--- config.mk ---
export PLATFORM = sky130hd
export DESIGN_NAME = polyphonic_voice_allocator
export DESIGN_NICKNAME = d
export VERILOG_FILES = /design/src/pva_pkg.sv /design/src/polyphonic_voice_allocator.sv /design/src/pva_cell.sv
export SDC_FILE = /design/constraint.sdc
export NUM_CORES = 2
export LEC_CHECK = 0
export ABC_AREA = 1
export BUFFER_PORTS_ARGS = -buffer_cell sky130_fd_sc_hd__buf_2
export CAP_MARGIN = 20
export CORE_MARGIN = 5
export CORE_UTILIZATION = 49
export CTS_BUF_LIST = sky130_fd_sc_hd__clkbuf_4 sky130_fd_sc_hd__clkbuf_8
export DETAILED_ROUTE_END_ITERATION = 7
export MAX_ROUTING_LAYER = met4
export PLACE_DENSITY = 0.75
export SYNTH_ARGS = -nofsm -noshare
export SYNTH_HDL_FRONTEND = slang
export SYNTH_SLANG_ARGS = --single-unit
--- constraint.sdc ---
create_clock -name clk_i -period 3 [get_ports clk_i]
set_clock_uncertainty 0.15 [all_clocks]
set_input_delay 0.6 -clock clk_i [delete_from_list [all_inputs] [get_ports clk_i]]
set_output_delay 0.6 -clock clk_i [all_outputs]
set_load 0.005 [all_outputs]
--- src/pva_pkg.sv ---
package pva_pkg;

  // command codes on the request channel
  localparam logic [1:0] CMD_ON   = 2'd0;
  localparam logic [1:0] CMD_OFF  = 2'd1;
  localparam logic [1:0] CMD_DONE = 2'd2;

  localparam int unsigned NumSlotsDef = 32;
  // slot index width that covers the largest supported slot count (64)
  localparam int unsigned MaxIdxW     = 6;
  localparam int unsigned MaskW       = 32;
  localparam int unsigned NoteW       = 7;
  localparam int unsigned DoneW       = 5;

  typedef enum logic [1:0] {
    KIND_NOP,
    KIND_ON,
    KIND_OFF,
    KIND_DONE
  } pva_kind_e;

  // request token that walks down the row of slot cells
  typedef struct packed {
    logic               valid;
    pva_kind_e          kind;
    logic [NoteW-1:0]   note;
    logic [DoneW-1:0]   done_slot;
    logic               free_found;
    logic [MaxIdxW-1:0] free_pick;
    logic               rel_found;
    logic [MaxIdxW-1:0] rel_pick;
    logic               hit;
    logic [MaskW-1:0]   rel_mask;
  } pva_token_t;

  // slot write broadcast when a new voice is placed
  typedef struct packed {
    logic               valid;
    logic [MaxIdxW-1:0] slot;
    logic [NoteW-1:0]   note;
  } pva_commit_t;

endpackage

--- src/polyphonic_voice_allocator.sv ---
// polyphonic voice allocator with voice stealing
//
// request channel: in_valid_i / in_ready_o with command_i, note_i,
// velocity_i and done_slot_i. every request gives exactly one result on
// out_valid_o / out_ready_i: release_mask_o, assigned_o, assigned_slot_o
// and stolen_o.
// one request is in flight at a time. the request walks down a row of
// NUM_SLOTS slot cells, one cell per cycle, then waits in the tail
// register where the new voice is written back, until the result register
// is free. the result and the input's ready both come up in the cycle
// after the request retires from the tail.
// the result register lets the next request enter while the receiver
// stalls; a request that reaches the tail while a result is still
// waiting holds there until the result is taken.
// reset clears every slot to free and not releasing; note numbers are
// not cleared and are only read for occupied slots.
module polyphonic_voice_allocator
  import pva_pkg::*;
#(
  parameter int unsigned NUM_SLOTS = NumSlotsDef
) (
  input  logic                clk_i,
  input  logic                rst_ni,
  input  logic                in_valid_i,
  output logic                in_ready_o,
  input  logic [1:0]          command_i,
  input  logic [NoteW-1:0]    note_i,
  input  logic [NoteW-1:0]    velocity_i,
  input  logic [DoneW-1:0]    done_slot_i,
  output logic                out_valid_o,
  input  logic                out_ready_i,
  output logic [MaskW-1:0]    release_mask_o,
  output logic                assigned_o,
  output logic [DoneW-1:0]    assigned_slot_o,
  output logic                stolen_o
);

  // token chain: tok[0] is the incoming request, tok[i+1] leaves cell i
  pva_token_t  tok [NUM_SLOTS+1];
  pva_commit_t commit;

  logic        active_q;
  logic        in_fire;
  pva_token_t  tail_q;
  logic        fire;

  logic               out_valid_q;
  logic [MaskW-1:0]   mask_q;
  logic               assigned_q;
  logic [DoneW-1:0]   aslot_q;
  logic               stolen_q;
  logic [MaxIdxW-1:0] pick;

  assign in_ready_o = !active_q;
  assign in_fire    = in_valid_i && in_ready_o;

  // build the request token
  always_comb begin
    tok[0]            = '0;
    tok[0].valid      = in_fire;
    tok[0].note       = note_i;
    tok[0].done_slot  = done_slot_i;
    unique case (command_i)
      CMD_ON:   tok[0].kind = (velocity_i != '0) ? KIND_ON : KIND_OFF;
      CMD_OFF:  tok[0].kind = KIND_OFF;
      CMD_DONE: tok[0].kind = KIND_DONE;
      default:  tok[0].kind = KIND_NOP;
    endcase
  end

  for (genvar g = 0; g < NUM_SLOTS; g++) begin : g_cell
    pva_cell #(
      .Idx(g)
    ) u_cell (
      .clk_i    (clk_i),
      .rst_ni   (rst_ni),
      .tok_i    (tok[g]),
      .commit_i (commit),
      .tok_o    (tok[g+1])
    );
  end

  // retire the request once the result register is free
  assign fire = tail_q.valid && (!out_valid_q || out_ready_i);

  // lowest free slot, else lowest releasing slot, else slot 0
  always_comb begin
    if (tail_q.free_found) pick = tail_q.free_pick;
    else if (tail_q.rel_found) pick = tail_q.rel_pick;
    else pick = '0;
  end

  // write the new voice into its slot
  always_comb begin
    commit.valid = fire && (tail_q.kind == KIND_ON);
    commit.slot  = pick;
    commit.note  = tail_q.note;
  end

  always_ff @(posedge clk_i or negedge rst_ni) begin
    if (!rst_ni) begin
      active_q     <= 1'b0;
      tail_q.valid <= 1'b0;
      out_valid_q  <= 1'b0;
    end else begin
      if (in_fire) active_q <= 1'b1;
      else if (fire) active_q <= 1'b0;
      if (tok[NUM_SLOTS].valid) tail_q <= tok[NUM_SLOTS];
      else if (fire) tail_q.valid <= 1'b0;
      if (fire) out_valid_q <= 1'b1;
      else if (out_ready_i) out_valid_q <= 1'b0;
    end
  end

  // result payload
  always_ff @(posedge clk_i) begin
    if (fire) begin
      mask_q <= tail_q.rel_mask;
      if (tail_q.kind == KIND_ON) begin
        assigned_q <= 1'b1;
        aslot_q    <= pick[DoneW-1:0];
        // no free slot means the picked slot held a voice
        stolen_q   <= !tail_q.free_found;
      end else begin
        assigned_q <= 1'b0;
        aslot_q    <= '0;
        stolen_q   <= 1'b0;
      end
    end
  end

  assign out_valid_o     = out_valid_q;
  assign release_mask_o  = mask_q;
  assign assigned_o      = assigned_q;
  assign assigned_slot_o = aslot_q;
  assign stolen_o        = stolen_q;

  // a taken request blocks the input until it retires
  a_busy_after_accept: assert property (@(posedge clk_i) disable iff (!rst_ni)
    in_fire |=> !in_ready_o)
    else $error("request taken while another is in flight");

  // the token leaves the row only for a request in flight
  a_token_owned: assert property (@(posedge clk_i) disable iff (!rst_ni)
    tok[NUM_SLOTS].valid |-> (active_q && !tail_q.valid))
    else $error("stray token at the end of the cell row");

  // a result without a new voice carries no slot and no steal
  a_unassigned_clean: assert property (@(posedge clk_i) disable iff (!rst_ni)
    (out_valid_o && !assigned_o) |-> (!stolen_o && (assigned_slot_o == '0)))
    else $error("slot fields set without an assignment");

  // a retiring request frees the input in the next cycle
  a_retire_frees: assert property (@(posedge clk_i) disable iff (!rst_ni)
    fire |=> (in_ready_o && out_valid_o))
    else $error("retire did not free the input or load the result");

endmodule

--- src/pva_cell.sv ---
module pva_cell
  import pva_pkg::*;
#(
  parameter int unsigned Idx = 0
) (
  input  logic        clk_i,
  input  logic        rst_ni,
  input  pva_token_t  tok_i,
  input  pva_commit_t commit_i,
  output pva_token_t  tok_o
);

  localparam logic [MaxIdxW-1:0] IdxV    = MaxIdxW'(Idx);
  localparam bit                 ShowBit = (Idx < MaskW);
  localparam int unsigned        BitPos  = Idx % MaskW;

  logic             busy_q, busy_d;
  logic             rel_q, rel_d;
  logic [NoteW-1:0] note_q, note_d;
  pva_token_t       tok_q, tok_d;
  logic             match;

  assign match = busy_q && !rel_q && (note_q == tok_i.note);

  always_comb begin
    busy_d = busy_q;
    rel_d  = rel_q;
    note_d = note_q;
    tok_d  = tok_i;
    if (tok_i.valid) begin
      case (tok_i.kind)
        KIND_ON: begin
          if (match) begin
            rel_d = 1'b1;
            if (ShowBit) tok_d.rel_mask[BitPos] = 1'b1;
          end
          if (!busy_q && !tok_i.free_found) begin
            tok_d.free_found = 1'b1;
            tok_d.free_pick  = IdxV;
          end
          // a slot released just now counts as releasing
          if (busy_q && (rel_q || match) && !tok_i.rel_found) begin
            tok_d.rel_found = 1'b1;
            tok_d.rel_pick  = IdxV;
          end
        end
        KIND_OFF: begin
          if (match && !tok_i.hit) begin
            rel_d     = 1'b1;
            tok_d.hit = 1'b1;
            if (ShowBit) tok_d.rel_mask[BitPos] = 1'b1;
          end
        end
        KIND_DONE: begin
          if (MaxIdxW'(tok_i.done_slot) == IdxV) begin
            busy_d = 1'b0;
            rel_d  = 1'b0;
          end
        end
        default: begin
        end
      endcase
    end
    if (commit_i.valid && (commit_i.slot == IdxV)) begin
      busy_d = 1'b1;
      rel_d  = 1'b0;
      note_d = commit_i.note;
    end
  end

  always_ff @(posedge clk_i or negedge rst_ni) begin
    if (!rst_ni) begin
      busy_q      <= 1'b0;
      rel_q       <= 1'b0;
      tok_q.valid <= 1'b0;
    end else begin
      busy_q <= busy_d;
      rel_q  <= rel_d;
      tok_q  <= tok_d;
    end
  end

  always_ff @(posedge clk_i) begin
    note_q <= note_d;
  end

  assign tok_o = tok_q;

endmodule

## Word level (Yosys, flattened, before mapping)

Index checks and enable logic that the tools add are counted.

| storage, ports and cells | value |
|---|---|
| word-level logic and storage cells | 1945 |
| register bits after elaboration | 1867 |
| output and inout port bits | 41 |
| bits of input ports | 25 |

| operators by class | value |
|---|---|
| muxes and demuxes | 578 |
| equality and inequality tests | 288 |
| reduce and logical (&&, ||, !) cells | 620 |

Operator list:

| kind | number |
|---|---|
| 15-bit two-way mux | 30 |
| 7-bit two-way mux | 64 |
| 14-bit two-way mux | 31 |
| 1-bit two-way mux | 384 |
| 3-bit by 1-bit != test with 1-bit output (second input constant) | 95 |
| 7-bit == test | 32 |
| 1-bit logical AND | 224 |
| 2-bit nonzero test | 99 |
| 1-bit zero test | 159 |
| 5-bit AND reduction | 31 |
| 2-bit == test (second input constant) | 65 |
| 4-bit nonzero test | 31 |
| 6-bit by 5-bit == test with 1-bit output (second input constant) | 16 |
| 3-bit AND reduction | 32 |
| 1-bit one-hot mux with 3 select lines | 31 |
| 5-bit == test (second input constant) | 16 |
| 2-bit by 1-bit == test with 1-bit output (second input constant) | 34 |
| 1-bit one-hot mux with 2 select lines | 32 |
| 6-bit by 4-bit == test with 1-bit output (second input constant) | 8 |
| 5-bit by 4-bit == test with 1-bit output (second input constant) | 8 |
| 1-bit logical OR | 33 |
| 6-bit by 3-bit == test with 1-bit output (second input constant) | 4 |
| 5-bit by 3-bit == test with 1-bit output (second input constant) | 4 |
| 16-bit two-way mux | 1 |
| other kinds (15) | 22 |

## Depth between registers and ports, before layout

| depth | value |
|---|---|
| word-level depth | 9 |
| gate-level depth with buffers | 14 |
| gate-level depth less buffers | 13 |

## By module

A second synthesis with hierarchy kept.

| unflattened totals | value |
|---|---|
| cell total of the unflattened synthesis | 6246 |
| area, all modules | 87848.0 sq um |

Modules (own cells, without submodules):

| module | cells an instance | area an instance (sq um) | sequential area each (sq um) | instances |
|---|---|---|---|---|
| pva_cell (g_cell[21].u_cell ...) | 192 | 2650.0 | 2117.0 | 4 |
| pva_cell (g_cell[17].u_cell ...) | 187 | 2627.5 | 2117.0 | 4 |
| pva_cell (g_cell[5].u_cell ...) | 189 | 2635.0 | 2117.0 | 3 |
| pva_cell (g_cell[19].u_cell ...) | 190 | 2642.5 | 2117.0 | 2 |
| pva_cell (g_cell[4].u_cell ...) | 191 | 2642.5 | 2117.0 | 2 |
| pva_cell (g_cell[1].u_cell ...) | 191 | 2641.3 | 2117.0 | 2 |
| pva_cell (g_cell[11].u_cell ...) | 188 | 2636.3 | 2117.0 | 2 |
| pva_cell (g_cell[12].u_cell ...) | 188 | 2633.8 | 2117.0 | 2 |
| pva_cell (g_cell[13].u_cell ...) | 187 | 2633.8 | 2117.0 | 2 |
| pva_cell (g_cell[23].u_cell ...) | 181 | 2620.0 | 2117.0 | 2 |
| polyphonic_voice_allocator | 162 | 3205.6 | 2897.8 | 1 |
| pva_cell (g_cell[10].u_cell) | 205 | 2711.4 | 2117.0 | 1 |
| pva_cell (g_cell[31].u_cell) | 205 | 2706.3 | 2117.0 | 1 |
| pva_cell (g_cell[30].u_cell) | 199 | 2702.6 | 2117.0 | 1 |
| +4 rows | - | - | - | - |

## Worst setup path before layout

Ideal clock, no wire load.

| timing | value |
|---|---|
| path kind | input-to-reg |
| from | in out_ready_i |
| to | reg g_cell[28].u_cell.rel_q |
| slack | 3 ps |
| buffers on the path | 1 |
| stages on the path | 12 |
| setup time | 113 ps |
| arrival | 2734 ps |
| data required time | 2737 ps |
| cells stage by stage | inv_1 -> nand2_2 -> nand2_1 -> inv_1 -> nand3_4 -> buf_6 -> nor2_2 -> nor2_1 -> nand2_1 -> nand4_1 -> nand2_1 -> inv_1 |

| between the ends | value |
|---|---|
| longest elaborated chain between the ends | 6 |
| elaborated cells between the ends (all ways) | 11 |
| classes of those cells | 3 x eq/ne; 1 x mux; 7 x reduce/logical |

RTL lines:

| item | line | source |
|---|---|---|
| from (decl) | polyphonic_voice_allocator.sv:31 | `input logic out_ready_i,` |
| 1-bit logical OR (*) | polyphonic_voice_allocator.sv:84 | `assign fire = tail_q.valid && (!out_valid_q \|\| out_ready_i);` |
| 1-bit logical AND (*) | polyphonic_voice_allocator.sv:84 |  |
| net fire | polyphonic_voice_allocator.sv:45 | `logic fire;` |
| 1-bit logical AND (*) | polyphonic_voice_allocator.sv:95 | `commit.valid = fire && (tail_q.kind == KIND_ON);` |
| 1-bit logical AND (*) | pva_cell.sv:64 | `if (commit_i.valid && (commit_i.slot == IdxV)) begin` |
| 3-bit by 1-bit != test with 1-bit output (no source line), or another cell as far along | - |  |
| 5-bit AND reduction (no source line) | - |  |
| to (signal assigned) | pva_cell.sv:78 | `rel_q <= rel_d;` |
| to (decl) | pva_cell.sv:18 | `logic rel_q, rel_d;` |

The timed path passes the listed nets; every way through them passes the cells marked *.
A chain may end at the register's enable or synchronous reset.

## Worst setup path after layout

| timing | value |
|---|---|
| from | reg tail_q[46] in the netlist's numbering |
| to | reg g_cell[1].u_cell.rel_q |

| between the ends | value |
|---|---|
| longest elaborated chain between the ends | 5 |
| elaborated cells between the ends (all ways) | 10 |
| classes of those cells | 4 x eq/ne; 2 x mux; 4 x reduce/logical |

RTL lines:

| item | line | source |
|---|---|---|
| from (decl) | polyphonic_voice_allocator.sv:44 | `pva_token_t tail_q;` |
| from (signal assigned) | polyphonic_voice_allocator.sv:108 | `if (tok[NUM_SLOTS].valid) tail_q <= tok[NUM_SLOTS];` |
| 6-bit two-way mux (*) | polyphonic_voice_allocator.sv:88 | `if (tail_q.free_found) pick = tail_q.free_pick;` |
| 6-bit by 1-bit == test with 1-bit output (*) | pva_cell.sv:64 |  |
| 1-bit logical AND (*) | pva_cell.sv:64 |  |
| 3-bit by 1-bit != test with 1-bit output (no source line), or another cell as far along | - |  |
| 5-bit AND reduction (no source line) | - |  |
| to (signal assigned) | pva_cell.sv:78 |  |
| to (decl) | pva_cell.sv:18 |  |

Mark *: on every way between the ends. The rest lies on a longest branch, timed or not.

==> summary.md <==
| Metric | Value |
|---|---|
| Status | `completed` |
| Worst path cell trace | `inv_2 > nand2_1 > nand2_2 > nor2_1 > nand2_1 > nor2_1 > buf_4 > nor2_1 > nand2_1 > nand3_1 > nand2_1 > nand2_1 > inv_1` |
| Post-synth EDFFs | `1640` |
| Drt pass-1 iters | `6` |
| Final setup viols | `0` |
| Critical path's most frequent cell | `nand2_1` |
| Drt total wl | `116.2 mm` |
| Min Tclk post-route | `2.709 ns` |
| CTS tree | `done` |
| I/O Buffers | `65` |
| GRT Util Overall | `17.16%` |
| Initial Util | `49.47%` |
| R2r setup slk | `0.29 ns` |
| Vias in the first global route | `35470` |
| Reg-to-reg startpoint | `tail_q[46]` |
| Leak | `29.68 nW` |
| Slowest cell on the critical path | `edfxtp_1` |
| Relative slew slack | `28.85%` |
| Worst Reg-to-Reg Cells | `13` |
| Die Ht | `374.8 um` |
| CTS buffer count | `287` |
| Hold wc startpoint | `in_valid_i` |
| Crit. Startpoint | `tail_q[46]` |
| Final setup margin | `0.2910 ns` |
| Worst Hold End | `active_q` |
| Die X-Extent | `374.8 um` |
| Worst-path maximum fanout | `11` |
| Mean routed wirelength per cell | `16.67 um` |
| DR DRC count | `0` |
| Commonest cells in the netlist | `edfxtp_1, nand2_1, inv_1` |
| Crit-path max cell delay | `0.56 ns` |
| Seq/Total Area, Yosys | `79.33%` |
| Vias per cell | `4.989` |
| Top post-synthesis cells by area | `edfxtp_1, nand2_1, inv_1` |
| Final core occ | `56.28%` |
| Crit share post-route | `90.30%` |
| Largest net degree at the start of global routing | `115` |
| IR Drop Worst-Case VDD | `0.4994 mV` |
| Net count, final | `5142` |
| # resized after CTS | `0` |
| Post-Route Setup TNS | `0 ns` |
| H-tree depth | `5` |
| Clock sink count | `1739` |
| Root Buffer | `clkbuf_8` |
| Hold Vio Cnt, Final | `0` |
| Top Ports | `66` |
| Die area | `140500 um^2` |
| Arrival @ worst endpoint | `3.40 ns` |
| PD cells | `665.4 nW/um^2` |
| Reg clk slew, reported paths | `0.06 ns` |
| Pre-CTS WS | `0.3645 ns` |
| Syn_nets | `4705` |
| RePlAce Congestion | `0.8483` |
| Crit Path Class | `register to register` |
| Hold depth | `4` |
| Final Max Tran Viols | `0` |
| Worst EP required | `3.69 ns` |
| Startpoint Class | `register` |
| RSZ-0062 raised after global routing | `false` |
| Most common cell in the netlist | `edfxtp_1` |
| Global-route wire length before repair | `184.6 mm` |
| Iter 0 DRT Violations | `2719` |
| Post-synth ARST share | `5.693%` |
| P&R area growth vs syn | `13.77%` |
| Syn Area/Cell | `14.23 um^2` |
| Least-Margin Pin Slew | `1.065 ns` |
| Highest clock rate | `369.1 MHz` |
| Largest area contributor in the netlist | `edfxtp_1` |
| Min-delay worst type | `input pin to register` |
| Share of cells above drive strength 1 | `14.86%` |
| Std-Cell Rows | `133` |
| Syn Inst Count | `4582` |
| Maxcap violations | `0` |
| Gr ovfl total | `0` |
| Initial antenna violation count | `3` |
| Clock Path Buffers | `4` |
| Setup crit end kind | `register` |
| Post-route ant nets | `0` |
| Total number of vias | `34790` |
| Synthesized flop and latch total | `1739` |
| Post-synthesis cell type count | `38` |
| Core area | `131800 um^2` |
| Synth top area share | `75.53%` |
| Main flop type after synthesis | `edfxtp_1` |
| Worst skew pair latency | `0.95 ns` |
| Mapped Area | `65200 um^2` |
| HPWL after DPL | `76.88 mm` |
| Reg2Reg Capture Point | `g_cell[1].u_cell.rel_q` |
| Synth warn | `0` |
==> sequential cells by signal, summed over array words and instances, names as in the netlist <==
signal	flops
out_valid_o	1
g_cell.u_cell.rel_q	32
active_q	1
g_cell.u_cell.busy_q	32
assigned_slot_o	5
g_cell.u_cell.tok_o	1356
g_cell.u_cell.note_q	224
assigned_o	1
stolen_o	1
release_mask_o	32
commit	7
tail_q	47
==> layer usage <==
layer | vias to the layer above | routed length [um] | GRT usage [%]
met4 | 0 | 4061 | 7.473
met2 | 1082 | 57880 | 27.93
met3 | 288 | 7108 | 3.504
met1 | 16820 | 47190 | 21.01
met5 | - | 0 | -
li1 | 16600 | - | -
==> power breakdown <==
| group | total (mW) | internal (mW) | switching [mW] | leakage, nW |
|---|---|---|---|---|
| Clock | 20.0 | 11.4 | 8.59 | 2.98 |
| Combinational | 1.24 | 0.407 | 0.832 | 9.49 |
| Sequential | 28.1 | 27.6 | 0.433 | 17.2 |
==> worst max-delay path: cells and delay by family, from the launching register on <==
family | cells | cell delay (ns)
buffers and inverters | 3 | 0.47
DFF | 1 | 0.56
and+or+nand+nor | 10 | 1.46
==> how the worst max path moves through the flow <==
| stage | endpoint | depth (start not counted) |
|---|---|---|
| 6_report | g_cell[1].u_cell.rel_q | 13 |
| 5_1_grt | g_cell[1].u_cell.rel_q | 13 |
| 4_1_cts | g_cell[1].u_cell.rel_q | 13 |
| 3_5_place_dp | g_cell[18].u_cell.rel_q | 13 |
| 3_3_place_gp | g_cell[18].u_cell.rel_q | 13 |
| 2_1_floorplan | g_cell[28].u_cell.rel_q | 12 |
==> through the flow <==
step / power [mW] / hold slack [ns] / instances / instance area [um^2]
2_1_floorplan: 28.98 / 0.1544 / 4582 / 65200
3_3_place_gp: 29.69 / 0.2433 / 6463 / 68350
3_5_place_dp: 29.79 / 0.2448 / 6464 / 68380
4_1_cts: 49.95 / 0.05631 / 6972 / 74170
5_1_grt: 51.36 / 0.07745 / 6973 / 74180
6_report: 49.35 / 0.1249 / 6973 / 74180
==> final cells by class <==
class | instances | area [um^2]
Antenna cell | 1 | 2.502
Sequential cell | 1739 | 51720
Fill cell | 10020 | 57620
Clock buffer | 413 | 5046
Multi-Input combinational cell | 2077 | 10580
Tap cell | 1755 | 2196
Inverter | 762 | 2860
Timing Repair Buffer | 152 | 1229
Clock inverter | 74 | 541.8
==> cells in the final DEF, fill, tap and decap left out, types with 11 or more instances in the layout <==
cell type      instances
a21oi_1               54
buf_12                14
buf_2                 64
buf_4                 52
clkbuf_4             102
clkbuf_8             311
clkinv_1              37
clkinv_2              23
dfrtp_1               99
dlygate4sd3_1         21
edfxtp_1            1640
ha_1                  98
inv_1                755
nand2_1              898
nand3_1              139
nand3b_1              11
nand4_1              103
nor2_1               263
nor2_4                15
nor3_1                54
nor4_1                32
o21ai_0              102
o21bai_1              34
or2_2                157
xnor2_1               35
xor2_1                11
==> kinds of logic after synthesis <==
group                    count (synthesis)  share of synthesized area, %
flip-flops                            1739                         79.33
AND/OR/NAND/NOR                       1697                         11.64
buffers and inverters                  766                         4.444
AO/OA/AOI/OAI                          236                         2.086
adder cells (fa/ha/maj)                 98                         1.881
XOR/XNOR                                46                        0.6179
==> timing repair <==
item	CTS	global route
hold endpoints to repair	110	0
endpoints found under the setup margin	0	0
hold buffers	21	0
buffers inserted	0	0
Note: power is estimated with default switching activity, not from simulation.
